## config.mk

```make
export PLATFORM = sky130hd
export DESIGN_NAME = art_out_reg
export DESIGN_NICKNAME = d
export VERILOG_FILES = /design/src/hw/rtl/art_pkg.sv /design/src/hw/rtl/art_out_reg.sv
export SDC_FILE = /design/constraint.sdc
export NUM_CORES = 1
export LEC_CHECK = 0
export BUFFER_PORTS_ARGS = -buffer_cell sky130_fd_sc_hd__buf_2
export CAP_MARGIN = 20
export CORE_ASPECT_RATIO = 1.1
export CORE_MARGIN = 2
export CORE_UTILIZATION = 44
export DETAILED_ROUTE_END_ITERATION = 8
export GPL_ROUTABILITY_DRIVEN = 0
export MAX_ROUTING_LAYER = met4
export PLACE_DENSITY = 0.84
export SLEW_MARGIN = 15
export SYNTH_ARGS = -nofsm -noshare
export SYNTH_HDL_FRONTEND = slang
export SYNTH_SLANG_ARGS = --single-unit
```

## constraint.sdc

```tcl
create_clock -name clock -period 2.45 [get_ports clock]
set_input_delay 0.245 -clock clock [delete_from_list [all_inputs] [get_ports clock]]
set_output_delay 0.245 -clock clock [all_outputs]
set_load 0.005 [all_outputs]
```

## src/hw/rtl/art_pkg.sv

```systemverilog
// Shared types and constants for the acknowledgement round-trip tracker.
// No dependencies; every other file of the block but art_slot_ram imports this package.
package art_pkg;

   localparam int SLOTS   = 64;
   localparam int SLOT_W  = $clog2(SLOTS);
   localparam int CNT_W   = 7;
   localparam int SEQ_W   = 32;
   localparam int STAMP_W = 48;

   localparam logic FUNC_SEND = 1'b0;
   localparam logic FUNC_ACK  = 1'b1;

   localparam logic KIND_SAMPLE = 1'b0;
   localparam logic KIND_FULL   = 1'b1;

   typedef struct packed {
      logic               func;
      logic [SEQ_W-1:0]   seq_num;
      logic [STAMP_W-1:0] stamp_us;
      logic               ecn_seen;
   } req_type;

   typedef struct packed {
      logic               kind;
      logic [CNT_W-1:0]   flight_count;
      logic [STAMP_W-1:0] rtt_us;
      logic [SEQ_W-1:0]   acked_seq;
      logic               last;
   } res_type;

   typedef struct packed {
      logic [SEQ_W-1:0]   seq;
      logic [CNT_W-1:0]   count;
      logic [STAMP_W-1:0] stamp;
   } slot_type;

   localparam int SLOT_BITS = $bits(slot_type);

   typedef struct packed {
      logic              wr_en;
      logic [SLOT_W-1:0] wr_addr;
      slot_type          wr_data;
      logic              rd_en;
      logic [SLOT_W-1:0] rd_addr;
   } ram_req_type;

   typedef struct packed {
      logic    vld;
      res_type res;
   } push_type;

endpackage

```

## src/hw/rtl/art_out_reg.sv

```systemverilog
// Result output register that frees the sequencer from the result consumer.
// Depends on art_pkg for the result type.
module art_out_reg (
   input  logic              clock,
   input  logic              reset,
   input  art_pkg::push_type push,
   output logic              push_rdy,
   output logic              rsp_tvalid,
   input  logic              rsp_tready,
   output logic [87:0]       rsp_tdata,
   output logic              rsp_tlast,
   output logic              rsp_tuser
);
   import art_pkg::*;

   logic    vld_ff, vld_in;
   res_type res_ff, res_in;

   assign push_rdy = !vld_ff || rsp_tready;

   always_comb begin
      vld_in = vld_ff;
      res_in = res_ff;
      if (push_rdy) begin
         vld_in = push.vld;
         if (push.vld) begin
            res_in = push.res;
         end
      end
   end

   always_ff @(posedge clock) begin
      if (reset) begin
         vld_ff <= 1'b0;
      end else begin
         vld_ff <= vld_in;
      end
   end

   always_ff @(posedge clock) begin
      res_ff <= res_in;
   end

   assign rsp_tvalid = vld_ff;
   assign rsp_tdata  = {1'b0, res_ff.acked_seq, res_ff.rtt_us, res_ff.flight_count};
   assign rsp_tlast  = res_ff.last;
   assign rsp_tuser  = res_ff.kind;

endmodule

```

* After elaboration in Yosys (flattened, before gate mapping)
Cells that the tools add are included.
Storage, ports and cells: register bits 90, bits of input ports 93, output and inout port bits 92, word-level logic and storage cells 9
Cells by class: reductions and logical operators 3
Operators with widths (number):
- AND reduction 2 bit | 1
- zero test 1 bit | 1
- logical OR 1 bit | 1

* Logic depth before layout (Yosys ltp)
depth in word-level cells 3, gate-level depth with buffers 2

* Worst setup path after synthesis
No wires, ideal clock.
path kind register -> register, start reg vld_ff (netlist: rsp_tvalid), end reg res_ff (netlist bit rsp_tdata[0]) (enable), library setup time 0.385 ns, arrival 1.125 ns, required time 2.065 ns, slack 0.940 ns, stages on the path, launching flop included 3, path buffers 0, period minus slack after synthesis 1.510 ns, path through dfxtp_1 -> nand2b_4 -> and2_4
On the way: word-level cells in the longest chain between the ends 3
RTL lines:
- from (decl) | line art_out_reg.sv:16 | logic vld_ff, vld_in;
- from (signal assigned) | line art_out_reg.sv:36 | vld_ff <= vld_in;
- zero test 1 bit | line art_out_reg.sv:19 | assign push_rdy = !vld_ff || rsp_tready;
- logical OR 1 bit | line art_out_reg.sv:19
- net push_rdy | line art_out_reg.sv:7 | output logic push_rdy,
- AND reduction 2 bit (no source line)
- to (signal assigned) | line art_out_reg.sv:41 | res_ff <= res_in;
- to (decl) | line art_out_reg.sv:17 | res_type res_ff, res_in;
The timed path passes the listed nets, and every way through them passes these cells. A chain may end at the register's enable or synchronous reset.

* Worst setup path after layout
start reg vld_ff (netlist: rsp_tvalid), end reg res_ff (netlist bit rsp_tdata[69]) (enable)
On the way: word-level cells in the longest chain between the ends 3
RTL lines (line):
- zero test 1 bit | art_out_reg.sv:19
- logical OR 1 bit | art_out_reg.sv:19
- AND reduction 2 bit (no source line)
Every way passes these cells.

==> impl_metrics.prom <==
# TYPE chip_impl_metric gauge
chip_impl_metric{name="max_freq",unit="MHz"} 733.5
chip_impl_metric{name="routed_via_density",unit=""} 4.385
chip_impl_metric{name="io_buffers",unit=""} 183
chip_impl_metric{name="vdd_ir_drop_max",unit="mV"} 0.4180
chip_impl_metric{name="hold_path_depth",unit=""} 2
chip_impl_info{name="hold-path-endpoint",value="rsp_tvalid$_SDFFE_PP0P_"} 1
chip_impl_metric{name="placement_rows",unit=""} 30
chip_impl_metric{name="timing.final.setup_violations",unit=""} 0
chip_impl_metric{name="die-height",unit="µm"} 86.75
chip_impl_metric{name="worst_ep_arrival_time",unit="ns"} 1.35
chip_impl_metric{name="preCtsSetupSlack",unit="ns"} 1.043
chip_impl_metric{name="cts_hold_buffers",unit=""} 0
chip_impl_info{name="post-synth-top-area-cell",value="sky130_fd_sc_hd__edfxtp_1"} 1
chip_impl_metric{name="ff_latch_area",unit="mm²"} 0.002693
chip_impl_metric{name="fin_crit",unit="ns"} 1.363
chip_impl_metric{name="grt_start_max_net_pins",unit=""} 50
chip_impl_info{name="cts_tree",value="built"} 1
chip_impl_metric{name="leakage_power",unit="nW"} 1.709
chip_impl_metric{name="power_density",unit="mW/mm²"} 737.6
chip_impl_metric{name="post_synth_inst_count",unit=""} 96
chip_impl_info{name="endpoint_class_of_the_critical_path",value="flip-flop"} 1
chip_impl_info{name="startpoint",value="rsp_tvalid$_SDFFE_PP0P_"} 1
chip_impl_metric{name="critical_path_required",unit="ns"} 2.44
chip_impl_info{name="cts-root-buf",value="sky130_fd_sc_hd__clkbuf_8"} 1
chip_impl_metric{name="setup_ws",unit="ns"} 1.087
chip_impl_metric{name="finalMaxSlewViolations",unit=""} 0
chip_impl_metric{name="post-dp-hpwl",unit="µm"} 4363
chip_impl_metric{name="worst-r2r-cell-count",unit=""} 3
chip_impl_metric{name="area_of_the_core",unit="mm²"} 0.006081
chip_impl_metric{name="grt_pass1_wl",unit="µm"} 7665
chip_impl_metric{name="filler_cell_count",unit=""} 482
chip_impl_metric{name="wirelength",unit="µm"} 5584
chip_impl_metric{name="placed_cells_incl_taps",unit=""} 360
chip_impl_info{name="synth_area_leaders",value="sky130_fd_sc_hd__edfxtp_1 98%, sky130_fd_sc_hd__dfxtp_1 0.73%, sky130_fd_sc_hd__nand2b_4 0.50%"} 1
chip_impl_info{name="crit_chain",value="nand2b_4, and2_4, buf_4"} 1
chip_impl_info{name="end_of_the_worst_register_to_register_path",value="rsp_tdata[69]$_DFFE_PP_"} 1
chip_impl_metric{name="drt_iter0_drcs",unit=""} 54
chip_impl_metric{name="remaining_antenna_violation_count",unit=""} 0
chip_impl_metric{name="final.period_utilization",unit="%"} 55.65
chip_impl_metric{name="nets",unit=""} 384
chip_impl_metric{name="mappedNetlistArea",unit="mm²"} 0.002739
chip_impl_metric{name="cts_buffer_depth",unit=""} 2
chip_impl_metric{name="power_switching",unit="µW"} 627.8
chip_impl_metric{name="drc",unit=""} 0
chip_impl_metric{name="grt_pass1_vias",unit=""} 1587
chip_impl_metric{name="cts_made_buffers",unit=""} 9
chip_impl_info{name="reg2reg_from",value="rsp_tvalid$_SDFFE_PP0P_"} 1
chip_impl_metric{name="firstDrtPassIters",unit=""} 4
chip_impl_metric{name="max_stage_delay",unit="ns"} 0.40
chip_impl_metric{name="postCtsSetupBuffers",unit=""} 0
chip_impl_info{name="critical_path.startpoint_type",value="flip-flop"} 1
chip_impl_metric{name="multi_input_comb_area",unit="µm²"} 35.03
chip_impl_metric{name="synth_top_cell_area_share",unit="%"} 97.58
chip_impl_metric{name="grt_overflow",unit=""} 0
chip_impl_metric{name="final_hold_viol_count",unit=""} 0
chip_impl_metric{name="globalRouteTotalUtil",unit="%"} 16.58
chip_impl_metric{name="setup_total_negative_slack",unit="ns"} 0
chip_impl_metric{name="initial_antenna_violation_count",unit=""} 1
chip_impl_info{name="critPathSlowestCell",value="sky130_fd_sc_hd__buf_4"} 1
chip_impl_metric{name="post_drt_wl_per_cell",unit="µm"} 14.81
chip_impl_metric{name="clk-insertion-delay-late",unit="ns"} 0.35
chip_impl_info{name="mostFrequentLayoutCells",value="183 x sky130_fd_sc_hd__buf_2, 89 x sky130_fd_sc_hd__edfxtp_1, 9 x sky130_fd_sc_hd__clkbuf_8"} 1
chip_impl_metric{name="switching_share",unit="%"} 21.52
chip_impl_metric{name="reg2reg_setup_slack",unit="ns"} 1.09
chip_impl_metric{name="post-layout-total-power",unit="mW"} 2.917
chip_impl_metric{name="syn_to_final_growth",unit="%"} 44.40
chip_impl_metric{name="layout-drive-gt1-share",unit="%"} 68.58
chip_impl_metric{name="via_count",unit=""} 1653
chip_impl_metric{name="fin_cells",unit=""} 377
chip_impl_metric{name="combPwrFrac",unit="%"} 7.4
chip_impl_metric{name="synth.net_count",unit=""} 189
chip_impl_metric{name="power.share.sequential",unit="%"} 62.3
chip_impl_metric{name="maxCapViolCount",unit=""} 0
chip_impl_info{name="hold_start",value="reset"} 1
chip_impl_metric{name="post_synth.cell_area_avg",unit="µm²"} 28.53
chip_impl_metric{name="clkSinkCount",unit=""} 90
chip_impl_metric{name="fp.dieW",unit="µm"} 79.23
chip_impl_metric{name="ys_seq_area_share",unit="%"} 98.31
chip_impl_metric{name="yosys_warn_count",unit=""} 0
chip_impl_metric{name="seq_cells_post_synth",unit=""} 90
chip_impl_metric{name="power_frac_clock",unit="%"} 30.3
chip_impl_metric{name="effective_utilization_at_floorplan",unit="%"} 45.04
chip_impl_metric{name="clk_pin_slew",unit="ns"} 0.08
chip_impl_metric{name="internal-power",unit="mW"} 2.289
chip_impl_metric{name="htree_levels",unit=""} 3
chip_impl_metric{name="synth.lib_cells_used.distinct",unit=""} 8
chip_impl_metric{name="floorplan.io_pins",unit=""} 185
chip_impl_metric{name="floorplan.die_area",unit="mm²"} 0.006873
chip_impl_metric{name="crit_fanout",unit=""} 38
chip_impl_info{name="status",value="finished clean"} 1
chip_impl_metric{name="final.setup_skew",unit="ns"} 0.008358
chip_impl_info{name="rsz_0062_raised_after_global_routing",value="false"} 1
chip_impl_info{name="setup.worst_path.class",value="flip-flop to flip-flop"} 1
chip_impl_info{name="mostFrequentLayoutCell",value="sky130_fd_sc_hd__buf_2"} 1
chip_impl_metric{name="ctsResizeCount",unit=""} 0
chip_impl_info{name="min-delay-path-class",value="input pin to flip-flop"} 1
-- layer usage --
| metal | GRT usage, % | vias to the layer above | share of wire [%] |
|---|---|---|---|
| met5 | - | - | 0 |
| met4 | 9.875 | 0 | 1.8 |
| met3 | 4.792 | 8 | 8.5 |
| met2 | 27.04 | 109 | 54 |
| met1 | 18.05 | 765 | 36 |
| li1 | - | 771 | - |
-- worst max path at each step --
stage | to | slack, ns | depth (start not counted)
after global placement | rsp_tdata[25]$_DFFE_PP_ | 1.08 | 4
after floorplan | rsp_tdata[0]$_DFFE_PP_ | 0.94 | 2
after detailed placement | rsp_tdata[77]$_DFFE_PP_ | 1.04 | 4
final | rsp_tdata[69]$_DFFE_PP_ | 1.09 | 3
after CTS | rsp_tdata[69]$_DFFE_PP_ | 1.08 | 3
after global routing | rsp_tdata[69]$_DFFE_PP_ | 1.0 | 3
-- per-stage QoR --
stage          area, µm²  util [%]  hold slack, ns
3_5_place_dp        3775     62.08          0.4174
6_report            3955     65.04         0.05448
4_1_cts             3953     65.00         0.03480
3_3_place_gp        3775     62.08          0.4111
2_1_floorplan       2739         -          0.3074
5_1_grt             3955     65.04         0.03904
-- power by group through the flow --
stage / Combinational [mW] / Sequential, mW / Clock, mW
after global placement: 0.212 / 1.85 / 0
after floorplan: 0.0324 / 1.87 / 0
after CTS: 0.219 / 1.82 / 0.912
after global routing: 0.236 / 1.83 / 0.974
final: 0.215 / 1.82 / 0.884
after detailed placement: 0.219 / 1.86 / 0
-- critical path, delay by kind of cell, from the launching register on --
kind / cells / cell delay, ns
buffers and inverters: 1 / 0.40
and+or+nand+nor: 2 / 0.26
DFF: 1 / 0.34
-- cell type report --
class / count / area share [%]
Clock inverter: 6 / 1.265
Inverter: 1 / 0.09491
Timing Repair Buffer: 185 / 23.85
Antenna cell: 1 / 0.06327
Tap cell: 80 / 2.531
Clock buffer: 10 / 3.227
Multi-Input combinational cell: 4 / 0.8858
Sequential cell: 90 / 68.08
-- logic make-up (layout without fill, tap and decap cells) --
| group | after synthesis | in the layout | synth area share [%] |
|---|---|---|---|
| buffers and inverters | 2 | 202 | 0.4111 |
| DFF | 90 | 90 | 98.31 |
| and+or+nand+nor | 2 | 2 | 0.8222 |
| other | 1 | 2 | 0.1369 |
| AOI/OAI and AO/OA | 1 | 1 | 0.3198 |
-- synth_stat cells --
master,instances
sky130_fd_sc_hd__edfxtp_1,89
sky130_fd_sc_hd__a21oi_2,1
sky130_fd_sc_hd__and2_4,1
sky130_fd_sc_hd__buf_4,1
sky130_fd_sc_hd__conb_1,1
sky130_fd_sc_hd__dfxtp_1,1
sky130_fd_sc_hd__inv_1,1
sky130_fd_sc_hd__nand2b_4,1
-- sequential cells by signal (all words and copies together) (netlist names) --
name	cells
rsp_tdata	87
rsp_tuser	1
rsp_tlast	1
rsp_tvalid	1
(Power assumes the default switching activity.)
