--- config.mk ---
export PLATFORM = sky130hd
export DESIGN_NAME = art_engine
export DESIGN_NICKNAME = d
export VERILOG_FILES = /design/src/hw/rtl/art_pkg.sv /design/src/hw/rtl/art_engine.sv
export SDC_FILE = /design/constraint.sdc
export NUM_CORES = 1
export LEC_CHECK = 0
export BUFFER_PORTS_ARGS = -buffer_cell sky130_fd_sc_hd__buf_4
export CAP_MARGIN = 10
export CORE_UTILIZATION = 30
export DETAILED_ROUTE_END_ITERATION = 8
export PLACE_DENSITY = 0.62
export SLEW_MARGIN = 20
export SYNTH_ARGS = -nofsm -noshare
export SYNTH_HDL_FRONTEND = slang
export SYNTH_SLANG_ARGS = --single-unit
--- constraint.sdc ---
create_clock -name clock -period 5.4 [get_ports clock]
set_clock_uncertainty 0.05 [all_clocks]
set_input_delay 0.81 -clock clock [delete_from_list [all_inputs] [get_ports clock]]
set_output_delay 0.81 -clock clock [all_outputs]
set_load 0.005 [all_outputs]
--- src/hw/rtl/art_pkg.sv ---
// Shared types and constants for the acknowledgement round-trip tracker.
// No dependencies; every other file of the block but art_slot_ram imports this package.
package art_pkg;

   localparam int SLOTS   = 64;
   localparam int SLOT_W  = $clog2(SLOTS);
   localparam int CNT_W   = 7;
   localparam int SEQ_W   = 32;
   localparam int STAMP_W = 48;

   localparam logic FUNC_SEND = 1'b0;
   localparam logic FUNC_ACK  = 1'b1;

   localparam logic KIND_SAMPLE = 1'b0;
   localparam logic KIND_FULL   = 1'b1;

   typedef struct packed {
      logic               func;
      logic [SEQ_W-1:0]   seq_num;
      logic [STAMP_W-1:0] stamp_us;
      logic               ecn_seen;
   } req_type;

   typedef struct packed {
      logic               kind;
      logic [CNT_W-1:0]   flight_count;
      logic [STAMP_W-1:0] rtt_us;
      logic [SEQ_W-1:0]   acked_seq;
      logic               last;
   } res_type;

   typedef struct packed {
      logic [SEQ_W-1:0]   seq;
      logic [CNT_W-1:0]   count;
      logic [STAMP_W-1:0] stamp;
   } slot_type;

   localparam int SLOT_BITS = $bits(slot_type);

   typedef struct packed {
      logic              wr_en;
      logic [SLOT_W-1:0] wr_addr;
      slot_type          wr_data;
      logic              rd_en;
      logic [SLOT_W-1:0] rd_addr;
   } ram_req_type;

   typedef struct packed {
      logic    vld;
      res_type res;
   } push_type;

endpackage

--- src/hw/rtl/art_engine.sv ---
// Slot sequencer: valid bits, free-slot search, acknowledgement scan and
// result ordering. Depends on art_pkg; drives the slot RAM of the top level.
module art_engine (
   input  logic                 clock,
   input  logic                 reset,
   input  logic                 start,
   input  art_pkg::req_type     item,
   input  logic                 ecn_only,
   output logic                 idle,
   output art_pkg::ram_req_type ram,
   input  art_pkg::slot_type    rd_slot,
   output art_pkg::push_type    push,
   input  logic                 push_rdy
);
   import art_pkg::*;

   typedef enum logic [4:0] {
      ST_IDLE   = 5'b00001,
      ST_SEARCH = 5'b00010,
      ST_FULL   = 5'b00100,
      ST_SCAN   = 5'b01000,
      ST_FLUSH  = 5'b10000
   } state_type;

   state_type         state_ff, state_in;
   logic [SLOTS-1:0]  valid_ff, valid_in;
   logic [CNT_W-1:0]  in_flight_ff, in_flight_in;
   logic [SLOT_W-1:0] start_ptr_ff, start_ptr_in;
   logic [SLOT_W-1:0] idx_ff, idx_in;
   logic [SLOT_W-1:0] tries_ff, tries_in;
   logic              iss_left_ff, iss_left_in;
   logic              eval_vld_ff, eval_vld_in;
   logic [SLOT_W-1:0] eval_idx_ff, eval_idx_in;
   logic              pend_vld_ff, pend_vld_in;
   res_type           pend_ff, pend_in;

   logic [SEQ_W-1:0]  seq_diff;
   logic              hit;
   logic              emit;
   logic              stall;
   logic [SLOT_W-1:0] next_idx;

   assign idle     = (state_ff == ST_IDLE);
   assign seq_diff = item.seq_num - rd_slot.seq;
   assign hit      = eval_vld_ff && valid_ff[eval_idx_ff] && !seq_diff[SEQ_W-1];
   assign emit     = hit && (!ecn_only || item.ecn_seen);
   assign stall    = emit && pend_vld_ff && !push_rdy;
   assign next_idx = (idx_ff == SLOT_W'(SLOTS - 1)) ? '0 : idx_ff + SLOT_W'(1);

   always_comb begin
      state_in     = state_ff;
      valid_in     = valid_ff;
      in_flight_in = in_flight_ff;
      start_ptr_in = start_ptr_ff;
      idx_in       = idx_ff;
      tries_in     = tries_ff;
      iss_left_in  = iss_left_ff;
      eval_vld_in  = eval_vld_ff;
      eval_idx_in  = eval_idx_ff;
      pend_vld_in  = pend_vld_ff;
      pend_in      = pend_ff;
      ram          = '0;
      push         = '0;

      unique case (state_ff)
         ST_IDLE: begin
            if (start) begin
               if (item.func == FUNC_SEND) begin
                  idx_in   = start_ptr_ff;
                  tries_in = '0;
                  state_in = ST_SEARCH;
               end else begin
                  idx_in      = '0;
                  iss_left_in = 1'b1;
                  eval_vld_in = 1'b0;
                  state_in    = ST_SCAN;
               end
            end
         end

         ST_SEARCH: begin
            if (!valid_ff[idx_ff]) begin
               valid_in[idx_ff]    = 1'b1;
               in_flight_in        = in_flight_ff + CNT_W'(1);
               start_ptr_in        = idx_ff;
               ram.wr_en           = 1'b1;
               ram.wr_addr         = idx_ff;
               ram.wr_data.seq     = item.seq_num;
               ram.wr_data.count   = in_flight_ff + CNT_W'(1);
               ram.wr_data.stamp   = item.stamp_us;
               state_in            = ST_IDLE;
            end else if (tries_ff == SLOT_W'(SLOTS - 1)) begin
               state_in = ST_FULL;
            end else begin
               idx_in   = next_idx;
               tries_in = tries_ff + SLOT_W'(1);
            end
         end

         ST_FULL: begin
            push.vld      = 1'b1;
            push.res.kind = KIND_FULL;
            push.res.last = 1'b1;
            if (push_rdy) begin
               state_in = ST_IDLE;
            end
         end

         ST_SCAN: begin
            if (eval_vld_ff && !stall) begin
               if (hit) begin
                  valid_in[eval_idx_ff] = 1'b0;
                  in_flight_in          = in_flight_ff - CNT_W'(1);
               end
               if (emit) begin
                  push.vld             = pend_vld_ff;
                  push.res             = pend_ff;
                  push.res.last        = 1'b0;
                  pend_vld_in          = 1'b1;
                  pend_in.kind         = KIND_SAMPLE;
                  pend_in.flight_count = rd_slot.count;
                  pend_in.rtt_us       = item.stamp_us - rd_slot.stamp;
                  pend_in.acked_seq    = rd_slot.seq;
                  pend_in.last         = 1'b0;
               end
            end
            if (!eval_vld_ff || !stall) begin
               if (iss_left_ff) begin
                  ram.rd_en   = 1'b1;
                  ram.rd_addr = idx_ff;
                  eval_vld_in = 1'b1;
                  eval_idx_in = idx_ff;
                  if (idx_ff == SLOT_W'(SLOTS - 1)) begin
                     iss_left_in = 1'b0;
                  end else begin
                     idx_in = idx_ff + SLOT_W'(1);
                  end
               end else begin
                  eval_vld_in = 1'b0;
                  state_in    = ST_FLUSH;
               end
            end
         end

         ST_FLUSH: begin
            push.vld      = pend_vld_ff;
            push.res      = pend_ff;
            push.res.last = 1'b1;
            if (!pend_vld_ff || push_rdy) begin
               pend_vld_in = 1'b0;
               state_in    = ST_IDLE;
            end
         end

         default: begin
            state_in = ST_IDLE;
         end
      endcase
   end

   always_ff @(posedge clock) begin
      if (reset) begin
         state_ff     <= ST_IDLE;
         valid_ff     <= '0;
         in_flight_ff <= '0;
         start_ptr_ff <= '0;
         iss_left_ff  <= 1'b0;
         eval_vld_ff  <= 1'b0;
         pend_vld_ff  <= 1'b0;
      end else begin
         state_ff     <= state_in;
         valid_ff     <= valid_in;
         in_flight_ff <= in_flight_in;
         start_ptr_ff <= start_ptr_in;
         iss_left_ff  <= iss_left_in;
         eval_vld_ff  <= eval_vld_in;
         pend_vld_ff  <= pend_vld_in;
      end
   end

   always_ff @(posedge clock) begin
      idx_ff      <= idx_in;
      tries_ff    <= tries_in;
      eval_idx_ff <= eval_idx_in;
      pend_ff     <= pend_in;
   end

endmodule

## Word level (Yosys, flattened, before mapping)

Cells that the tools add are included.

- Add/sub/neg operators: 6
- Magnitude comparators: 4
- Equal/unequal tests: 23
- Multiplexer cells: 64
- Bitwise gates (word level): 4
- Reductions and logical operators: 32

Operators with widths:

| kind | number |
|---|---|
| $mux W64 | 3 |
| $mux W94 | 2 |
| $mux W90 | 2 |
| $pmux W87 S2 | 1 |
| $pmux W64 S2 | 1 |
| $mux W6 | 12 |
| $and A64 B64 Y64 | 1 |
| $not A64 Y64 | 1 |
| $or A64 B64 Y64 | 1 |
| $sub A48 B48 Y48 | 1 |
| $mux W7 | 6 |
| $mux W5 | 7 |
| $sub A32 B32 Y32 | 1 |
| $ne A2 B2 Y1 const B | 15 |
| $pmux W5 S5 | 1 |
| $pmux W6 S3 | 1 |
| $mux W1 | 16 |
| $lt A6 B7 Y1 const B | 2 |
| $pmux W7 S2 | 1 |
| $add A6 B1 Y6 const B | 2 |
| $bmux W1 S6 | 2 |
| $demux W1 S6 | 2 |
| $eq A6 B6 Y1 const B | 2 |
| $ge A6 B1 Y1 const B | 2 |
| other kinds (25) | 48 |

- Flip-flop bits (word level): 190
- Input port bits: 174
- Output and inout bits: 192
- Word-level logic and storage cells: 146

## Depth between registers and ports, before layout

Gate-level depths: netlist of the first run.

- Depth after elaboration: 11
- Depth in mapped cells: 15
- Gate-level depth less buffers: 12

## Worst setup path after synthesis of the first run

OpenSTA, ideal clock, no wires.

- Path type: input port to flip-flop
- From: in rd_slot[85] (netlist name)
- To: reg pend_ff[10] (netlist name), enable pin
- Setup time: 441 ps
- Arrival time: 4360 ps
- Data required time: 4909 ps
- Path slack: 549 ps
- Stages: 11
- Path buffers: 0
- Cell sequence: inv_1 > ha_1 > nand4_1 > nor4_1 > nand2_1 > o221ai_1 > a21oi_1 > xnor2_1 > and4_1 > nand2_1 > inv_1

- Cells in the longest elaborated chain, start to end: 9

RTL lines:

| what | RTL line | source |
|---|---|---|
| start, declared | art_engine.sv:11 | `input art_pkg::slot_type rd_slot,` |
| $sub A32 B32 Y32 (*) | art_engine.sv:44 | `assign seq_diff = item.seq_num - rd_slot.seq;` |
| $logic_not A1 Y1 (*) | art_engine.sv:45 | `assign hit = eval_vld_ff && valid_ff[eval_idx_ff] && !seq_diff[SEQ_W-1];` |
| $logic_and A1 B1 Y1 (*) | art_engine.sv:45 |  |
| $logic_and A1 B1 Y1 (*) | art_engine.sv:46 | `assign emit = hit && (!ecn_only \|\| item.ecn_seen);` |
| $logic_and A1 B1 Y1 (2 in a row) | art_engine.sv:47 | `assign stall = emit && pend_vld_ff && !push_rdy;` |
| $logic_not A1 Y1 | art_engine.sv:110 | `if (eval_vld_ff && !stall) begin` |
| $logic_and A1 B1 Y1 | art_engine.sv:110 |  |
| $reduce_and A3 Y1 (no source line) (*) | - |  |
| end signal, assigned | art_engine.sv:185 | `pend_ff <= pend_in;` |
| end, declared | art_engine.sv:35 | `res_type pend_ff, pend_in;` |

Mark *: on every way between the ends. The rest lies on a longest branch, timed or not.
A chain may end at the register's enable or synchronous reset.

==> results.sh, run 1 <==
export IMPL_worstPathCellList="buf_4 -> nor2b_1 -> and2_1 -> o21ai_0 -> a311o_1 -> and2_4 -> nand2_2 -> inv_2 -> nor2_2 -> inv_2 -> buf_12 -> and2_1 -> buf_4"
export IMPL_timing_critical_path_fanout_max=48
export IMPL_synth_enable_flop_cells=105
export IMPL_yosysSeqAreaShare_pct=36.9
export IMPL_grt_antenna_before_repair=3
export IMPL_vdd_ir_drop_max_uv=203
export IMPL_drc_errors=0
export IMPL_timing_critical_path_required_ps=4540
export IMPL_post_synth_top_count_cell="sky130_fd_sc_hd__and2_1"
export IMPL_synth_cells_most_frequent="sky130_fd_sc_hd__and2_1, sky130_fd_sc_hd__nor2_1, sky130_fd_sc_hd__a21oi_1"
export IMPL_finish_cell_count_without_fillers=2418
export IMPL_ys_async_sr_fraction_pct=0
export IMPL_critPathLaunch="idx_ff[0]"
export IMPL_final_weighted_congestion_of_routability_driven_global_placement=0.965
export IMPL_globalRouteOverflowTotal=0
export IMPL_cp_depth=13
export IMPL_maximum_number_of_pins_on_one_net_before_global_route_repair=85
export IMPL_max_cap_violations=0
export IMPL_ys_warnings_count=0
export IMPL_kind_of_start_point_of_the_critical_path="register"
export IMPL_cts_resized=0
export IMPL_multiInputGateArea_um2=7530
export IMPL_globalRouteTotalUtil_pct=21.1
export IMPL_place_worst_setup_slack_ps=608
export IMPL_cp_endpoint="ram[62]"
export IMPL_ant_nets=0
export IMPL_yosys_register_bits=190
export IMPL_final_hold_worst_slack_ps=446
export IMPL_synth_distinct_cells=79
export IMPL_die_h_um=211
export IMPL_seqCellArea_um2=4850
export IMPL_post_cts_hold_buffer_count=0
export IMPL_worst_path_max_delay_cell="sky130_fd_sc_hd__edfxtp_1"
export IMPL_crit_family="simple AND/OR/NAND/NOR gates"
export IMPL_cts_tree="done"
export IMPL_min_path_type="register to register"
export IMPL_drt_wirelength_per_cell_um=19.9
export IMPL_final_instance_area_um2=17100
export IMPL_num_vias=12700
export IMPL_setup_tns_ps=0
export IMPL_max_slew_margin_pct=24.0
export IMPL_postCtsSetupBuffers=0
export IMPL_finalCriticalPeriod_ps=5030
export IMPL_gate_count_post_synth=1481
export IMPL_pwr_share_seq_pct=39.4
export IMPL_dpl_cell_count=2384
export IMPL_drt_pass1_iter_count=6
export IMPL_reg2reg_to="in_flight_ff[4]"
export IMPL_setup_violations=0
export IMPL_final_nets=2074
export IMPL_internal_power_w=0.00286
export IMPL_data_arrival_time_of_the_worst_path_ps=4170
export IMPL_r2r_setup_slack_ps=1080
export IMPL_clkSinkCount=190
export IMPL_max_freq_mhz=199
export IMPL_die_area_um2=44600
export IMPL_clock_tree_htree_level_count=4
export IMPL_synth_top_area_share_pct=24.0
export IMPL_clkLatencyLatePin_ps=460
export IMPL_cts_root_buffer="sky130_fd_sc_hd__clkbuf_16"
export IMPL_core_area_um2=43200
export IMPL_synthesis_area_um2=13100
export IMPL_place_hpwl_um=36900
export IMPL_vias_in_the_first_global_route=12200
export IMPL_finalCritPeriodShare_pct=93.1
export IMPL_post_syn_area_per_cell_um2=8.87
export IMPL_switching_share_pct=35.4
export IMPL_worst_setup_path_class="register to primary output"
export IMPL_die_width_um=211
export IMPL_floorplan_initialDensity_pct=30.4
export IMPL_clkSlewWorstSetupHoldPaths_ps=90
export IMPL_run_status="complete, no violations"
export IMPL_crit_path_max_incr_delay_ps=930
export IMPL_static_leakage_power_nw=7.42
export IMPL_slew_viol_final=0
export IMPL_share_of_post_route_cells_with_drive_strength_above_1_pct=25.7
export IMPL_timing_rr_start="idx_ff[0]"
export IMPL_synth_top_area_cell="sky130_fd_sc_hd__edfxtp_1"
export IMPL_cp_num_buf_inv=5
export IMPL_grt_setup_unrepaired="no"
export IMPL_power_clock_fraction_pct=30.4
export IMPL_kind_of_capture_point_of_the_worst_setup_path="primary output"
export IMPL_synth_nets=1737
export IMPL_finalWorstSetupSlack_ps=370
export IMPL_detail_route_wirelength_um=48200
export IMPL_report_final_hold_viol_count=0
export IMPL_comb_power_share_pct=30.3
export IMPL_layout_area_overhead_vs_synth_pct=30.1
export IMPL_place_area_um2=16500
export IMPL_clock_tree_buffer_depth=2
export IMPL_detail_route_vias_per_cell=5.25
export IMPL_initialDrtViolationCount=1055
export IMPL_total_switching_power_w=0.00157
export IMPL_rows=76
export IMPL_worst_slew_pin_transition_ps=1140
export IMPL_cts_buffers=17
export IMPL_placement_io_buffers=365
export IMPL_worstRegToRegCells=14
export IMPL_yosys_top_cells_area="sky130_fd_sc_hd__edfxtp_1, sky130_fd_sc_hd__dfxtp_1, sky130_fd_sc_hd__and2_1, sky130_fd_sc_hd__ha_1, sky130_fd_sc_hd__a21oi_1"
export IMPL_yosys_most_used_dff="sky130_fd_sc_hd__edfxtp_1"
export IMPL_fill_cells=4440
export IMPL_grt_first_pass_wirelength_um=71600
export IMPL_floorplan_io_pins=366
export IMPL_cellPowerDensity_nw_per_um2=259
power by group through the flow:
stage	logic, W	clock network (W)	registers (W)
floorplan	0.000873	0	0.00166
global route	0.00144	0.00142	0.00175
detailed placement	0.00131	0	0.00177
finish	0.00134	0.00134	0.00174
CTS	0.00132	0.00137	0.00174
global placement	0.00130	0	0.00177
cells by family after synthesis:
logic type | after synthesis | share of synthesized area, %
adder cells (fa/ha/maj) | 82 | 7.86
AND/OR/NAND/NOR | 549 | 21.9
buffers and inverters | 178 | 5.73
flip-flops | 190 | 36.9
multiplexers | 41 | 4.32
AO/OA/AOI/OAI | 384 | 19.4
XOR/XNOR | 57 | 3.80
worst min-delay path, stage by stage, from the launching register on:
cell                       delay, ps
sky130_fd_sc_hd__dfxtp_1         320
sky130_fd_sc_hd__nand2b_1         70
sky130_fd_sc_hd__a21oi_1          60
layer usage:
| metal | vias up | GRT usage, % | part of all wire, % |
|---|---|---|---|
| met5 | - | 0 | 0 |
| met4 | 0 | 7.80 | 3.3 |
| met3 | 90 | 3.25 | 5.8 |
| met2 | 553 | 35.4 | 48 |
| met1 | 6068 | 27.4 | 43 |
| li1 | 5985 | - | - |
registers in the layout, summed over array words and instances, names as in the netlist:
register / flops
pend_ff: 87
valid_ff: 64
in_flight_ff: 7
eval_idx_ff: 6
idx_ff: 6
start_ptr_ff: 6
tries_ff: 6
state_ff: 5
eval_vld_ff: 1
iss_left_ff: 1
pend_vld_ff: 1
final cells by class:
type / instances / area share, %
timing repair buffer: 390 / 17.3
tap: 585 / 4.28
sequential: 190 / 28.4
clock buffer: 20 / 2.86
multi-input combinational: 1113 / 44.1
clock inverter: 12 / 0.790
antenna: 2 / 0.0293
inverter: 106 / 2.34
placed cells by master (no fill, tap or decap), types with 7 or more instances in the layout:
cell type / instances
sky130_fd_sc_hd__inv_1: 102
sky130_fd_sc_hd__a21oi_1: 111
sky130_fd_sc_hd__a21o_1: 31
sky130_fd_sc_hd__dfxtp_1: 85
sky130_fd_sc_hd__or2_2: 7
sky130_fd_sc_hd__edfxtp_1: 105
sky130_fd_sc_hd__nor3_1: 20
sky130_fd_sc_hd__nor2b_1: 18
sky130_fd_sc_hd__nor2_1: 145
sky130_fd_sc_hd__xor2_1: 25
sky130_fd_sc_hd__o21bai_1: 7
sky130_fd_sc_hd__nand4_1: 13
sky130_fd_sc_hd__nand3_1: 30
sky130_fd_sc_hd__nand2_1: 75
sky130_fd_sc_hd__a31oi_1: 17
sky130_fd_sc_hd__and2_1: 186
sky130_fd_sc_hd__a221oi_1: 22
sky130_fd_sc_hd__clkbuf_16: 19
sky130_fd_sc_hd__or3_1: 10
sky130_fd_sc_hd__xnor2_1: 32
sky130_fd_sc_hd__ha_1: 81
sky130_fd_sc_hd__o21ai_0: 51
sky130_fd_sc_hd__nand2b_1: 9
sky130_fd_sc_hd__o221ai_1: 8
sky130_fd_sc_hd__and3_1: 14
sky130_fd_sc_hd__mux2i_1: 20
sky130_fd_sc_hd__a211oi_1: 70
sky130_fd_sc_hd__buf_4: 388
sky130_fd_sc_hd__mux4_2: 11
sky130_fd_sc_hd__o21a_1: 14
how the worst min path moves through the flow:
stage / start / to / slack [ps] / depth (start not counted)
final: start_ptr_ff[3] / start_ptr_ff[3] / 450 / 2
after global routing: rd_slot[53] / pend_ff[86] / 450 / 1
after CTS: start_ptr_ff[3] / start_ptr_ff[3] / 440 / 2
after detailed placement: start_ptr_ff[3] / start_ptr_ff[3] / 430 / 2
after global placement: start_ptr_ff[3] / start_ptr_ff[3] / 410 / 2
after floorplan: idx_ff[4] / eval_idx_ff[4] / 370 / 0
through the flow:
step | util (%) | total power, W
global route | 39.6 | 0.00461
detailed placement | 38.2 | 0.00309
finish | 39.6 | 0.00443
global placement | 38.2 | 0.00307
floorplan | - | 0.00253
CTS | 39.6 | 0.00443
Note: power is estimated with default switching activity, not from simulation.
==> run 2, diff against run 1 <==
- PLACE_DENSITY: 0.62 -> 0.55
==> run 2 against run 1 <==
  * Final cell count decreased by 0.25%
  * Routed wire length about the same
  * Register-to-register slack improved by 230 ps
  * Die area unchanged
  * Setup slack improved by 170 ps
  * Clock power increased by 4%
  * Combinational power about the same
  * Sequential cell count unchanged
  * Critical endpoint is now push[28]
  * Largest cell class unchanged
  * Largest power group unchanged
  * Highest routed layer unchanged
==> results.sh, run 2 (synthesis gave the netlist of run 1 again) <==
export IMPL_run_status="complete, no violations"
export IMPL_crit_path_max_incr_delay_ps=630
export IMPL_detail_route_wirelength_um=48200
export IMPL_max_cap_violations=0
export IMPL_largest_register_by_flop_count="pend_ff"
export IMPL_crit_family="multiplexers"
export IMPL_critical_path_top_cell_by_count="sky130_fd_sc_hd__buf_4"
export IMPL_vias_in_the_first_global_route=12300
export IMPL_power_total_w=0.00443
export IMPL_max_freq_mhz=206
export IMPL_cts_root_buffer="sky130_fd_sc_hd__clkbuf_16"
export IMPL_data_arrival_time_of_the_worst_path_ps=4000
export IMPL_layout_common_cells="sky130_fd_sc_hd__buf_4, sky130_fd_sc_hd__and2_1, sky130_fd_sc_hd__nor2_1"
export IMPL_slew_viol_final=0
export IMPL_globalRouteTotalUtil_pct=21.2
export IMPL_die_area_um2=44600
export IMPL_pwr_share_seq_pct=39.1
export IMPL_cts_tree="done"
export IMPL_total_switching_power_w=0.00149
export IMPL_drt_pass1_iter_count=5
export IMPL_kind_of_start_point_of_the_critical_path="register"
export IMPL_seqCellArea_um2=4850
export IMPL_drc_errors=0
export IMPL_globalRouteOverflowTotal=0
export IMPL_postCtsSetupBuffers=0
export IMPL_finalCriticalPeriod_ps=4860
export IMPL_vdd_ir_drop_max_uv=199
export IMPL_share_of_post_route_cells_with_drive_strength_above_1_pct=25.3
export IMPL_die_h_um=211
export IMPL_setup_violations=0
export IMPL_timing_rr_start="eval_idx_ff[0]"
export IMPL_maximum_number_of_pins_on_one_net_before_global_route_repair=77
export IMPL_min_path_type="register to register"
export IMPL_largest_registers="pend_ff x87, valid_ff x64, in_flight_ff x7"
export IMPL_floorplan_initialDensity_pct=30.4
export IMPL_die_width_um=211
export IMPL_clkSlewWorstSetupHoldPaths_ps=70
export IMPL_drt_wirelength_per_cell_um=20.0
export IMPL_final_weighted_congestion_of_routability_driven_global_placement=0.972
export IMPL_grt_setup_unrepaired="no"
export IMPL_core_area_um2=43200
export IMPL_comb_power_share_pct=29.6
export IMPL_critPathLaunch="eval_idx_ff[2]"
export IMPL_insertedDiodeCount=0
export IMPL_final_nets=2070
export IMPL_static_leakage_power_nw=7.38
export IMPL_cts_resized=0
export IMPL_timing_critical_path_fanout_max=76
export IMPL_placement_io_buffers=365
export IMPL_finalCritPeriodShare_pct=89.9
export IMPL_clock_tree_htree_level_count=4
export IMPL_report_final_hold_viol_count=0
export IMPL_worstPathCellList="buf_4 -> mux2_2 -> a21oi_1 -> o21ai_0 -> o22a_1 -> mux4_2 -> and4_1 -> a21bo_2 -> buf_12 -> and2_1 -> buf_4"
export IMPL_timing_critical_path_required_ps=4540
export IMPL_timing_hold_worst_start="start_ptr_ff[3]"
export IMPL_cellPowerDensity_nw_per_um2=260
export IMPL_switching_share_pct=33.6
export IMPL_setup_tns_ps=0
export IMPL_layout_area_overhead_vs_synth_pct=29.8
export IMPL_worst_path_max_delay_cell="sky130_fd_sc_hd__edfxtp_1"
export IMPL_grt_antenna_before_repair=1
export IMPL_cts_buffers=17
export IMPL_internal_power_w=0.00294
export IMPL_rows=76
export IMPL_grt_first_pass_wirelength_um=72300
export IMPL_largest_register_ff_count=87
export IMPL_clock_tree_buffer_depth=2
export IMPL_worst_slew_pin_transition_ps=1060
export IMPL_clkLatencyLatePin_ps=440
export IMPL_floorplan_io_pins=366
export IMPL_num_vias=12500
export IMPL_place_hpwl_um=37100
export IMPL_detail_route_vias_per_cell=5.17
export IMPL_post_cts_hold_buffer_count=0
export IMPL_fill_cells=4463
export IMPL_clkSinkCount=190
export IMPL_cp_num_buf_inv=3
export IMPL_worst_setup_path_class="register to primary output"
export IMPL_kind_of_capture_point_of_the_worst_setup_path="primary output"
export IMPL_multiInputGateArea_um2=7530
export IMPL_max_slew_margin_pct=29.1
export IMPL_initialDrtViolationCount=969
export IMPL_ant_nets=0
export IMPL_final_common_cell="sky130_fd_sc_hd__buf_4"
export IMPL_power_clock_fraction_pct=31.4
-- run 2: cell types whose count changed in the layout (fill, tap and decap cells not counted), sizes merged --
cell,before,now
clkinvlp,0,3
buf,390,386
diode,2,0
inv,113,108
clkbuf,20,18
bufinv,0,4
-- run 2: final timing paths --
check | slack (ps) | end | depth (start not counted)
hold reg to reg | 430 | start_ptr_ff[3] | 2
setup / recovery | 540 | push[28] | 11
hold / removal | 430 | start_ptr_ff[3] | 2
setup reg to reg | 1310 | pend_ff[20] | 9
-- run 2: final cells by class --
| class | count | share of cell area [%] |
|---|---|---|
| multi-input cells | 1113 | 44.2 |
| flip-flops and latches | 190 | 28.4 |
| repair buffers | 386 | 17.1 |
| well taps | 585 | 4.29 |
| clock buffers | 18 | 2.52 |
| inverters | 106 | 2.35 |
| clock inverters | 14 | 1.11 |
-- run 2: worst min-delay path: cells and delay by family (launching register included) --
family / cells / cell delay [ps]
flops: 1 / 320
simple gates: 1 / 70
compound gates: 1 / 60
-- run 2: metal layers --
layer / share of wire, % / track usage (%) / vias up
met2: 50 / 36.5 / 450
met3: 6.4 / 4.32 / 43
met5: 0 / 0 / -
met4: 1.2 / 4.12 / 0
li1: - / - / 5958
met1: 43 / 27.4 / 6008
-- run 2: power groups by stage --
stage	clock (W)	combinational, W	sequential [W]
after global routing	0.00148	0.00143	0.00174
after global placement	0	0.00129	0.00176
final	0.00139	0.00131	0.00173
after detailed placement	0	0.00130	0.00177
after CTS	0.00142	0.00131	0.00173
after floorplan	0	0.000873	0.00166
-- run 2: metrics by stage --
| step | setup slack [ps] | hold slack, ps | std cells | util (%) | cell area (um^2) |
|---|---|---|---|---|---|
| floorplan | 549 | 371 | 1481 | - | 13100 |
| global placement | 800 | 417 | 2380 | 38.1 | 16400 |
| detailed placement | 750 | 420 | 2380 | 38.1 | 16400 |
| CTS | 499 | 427 | 2412 | 39.5 | 17100 |
| global route | 363 | 448 | 2412 | 39.5 | 17100 |
| finish | 544 | 434 | 2412 | 39.5 | 17100 |
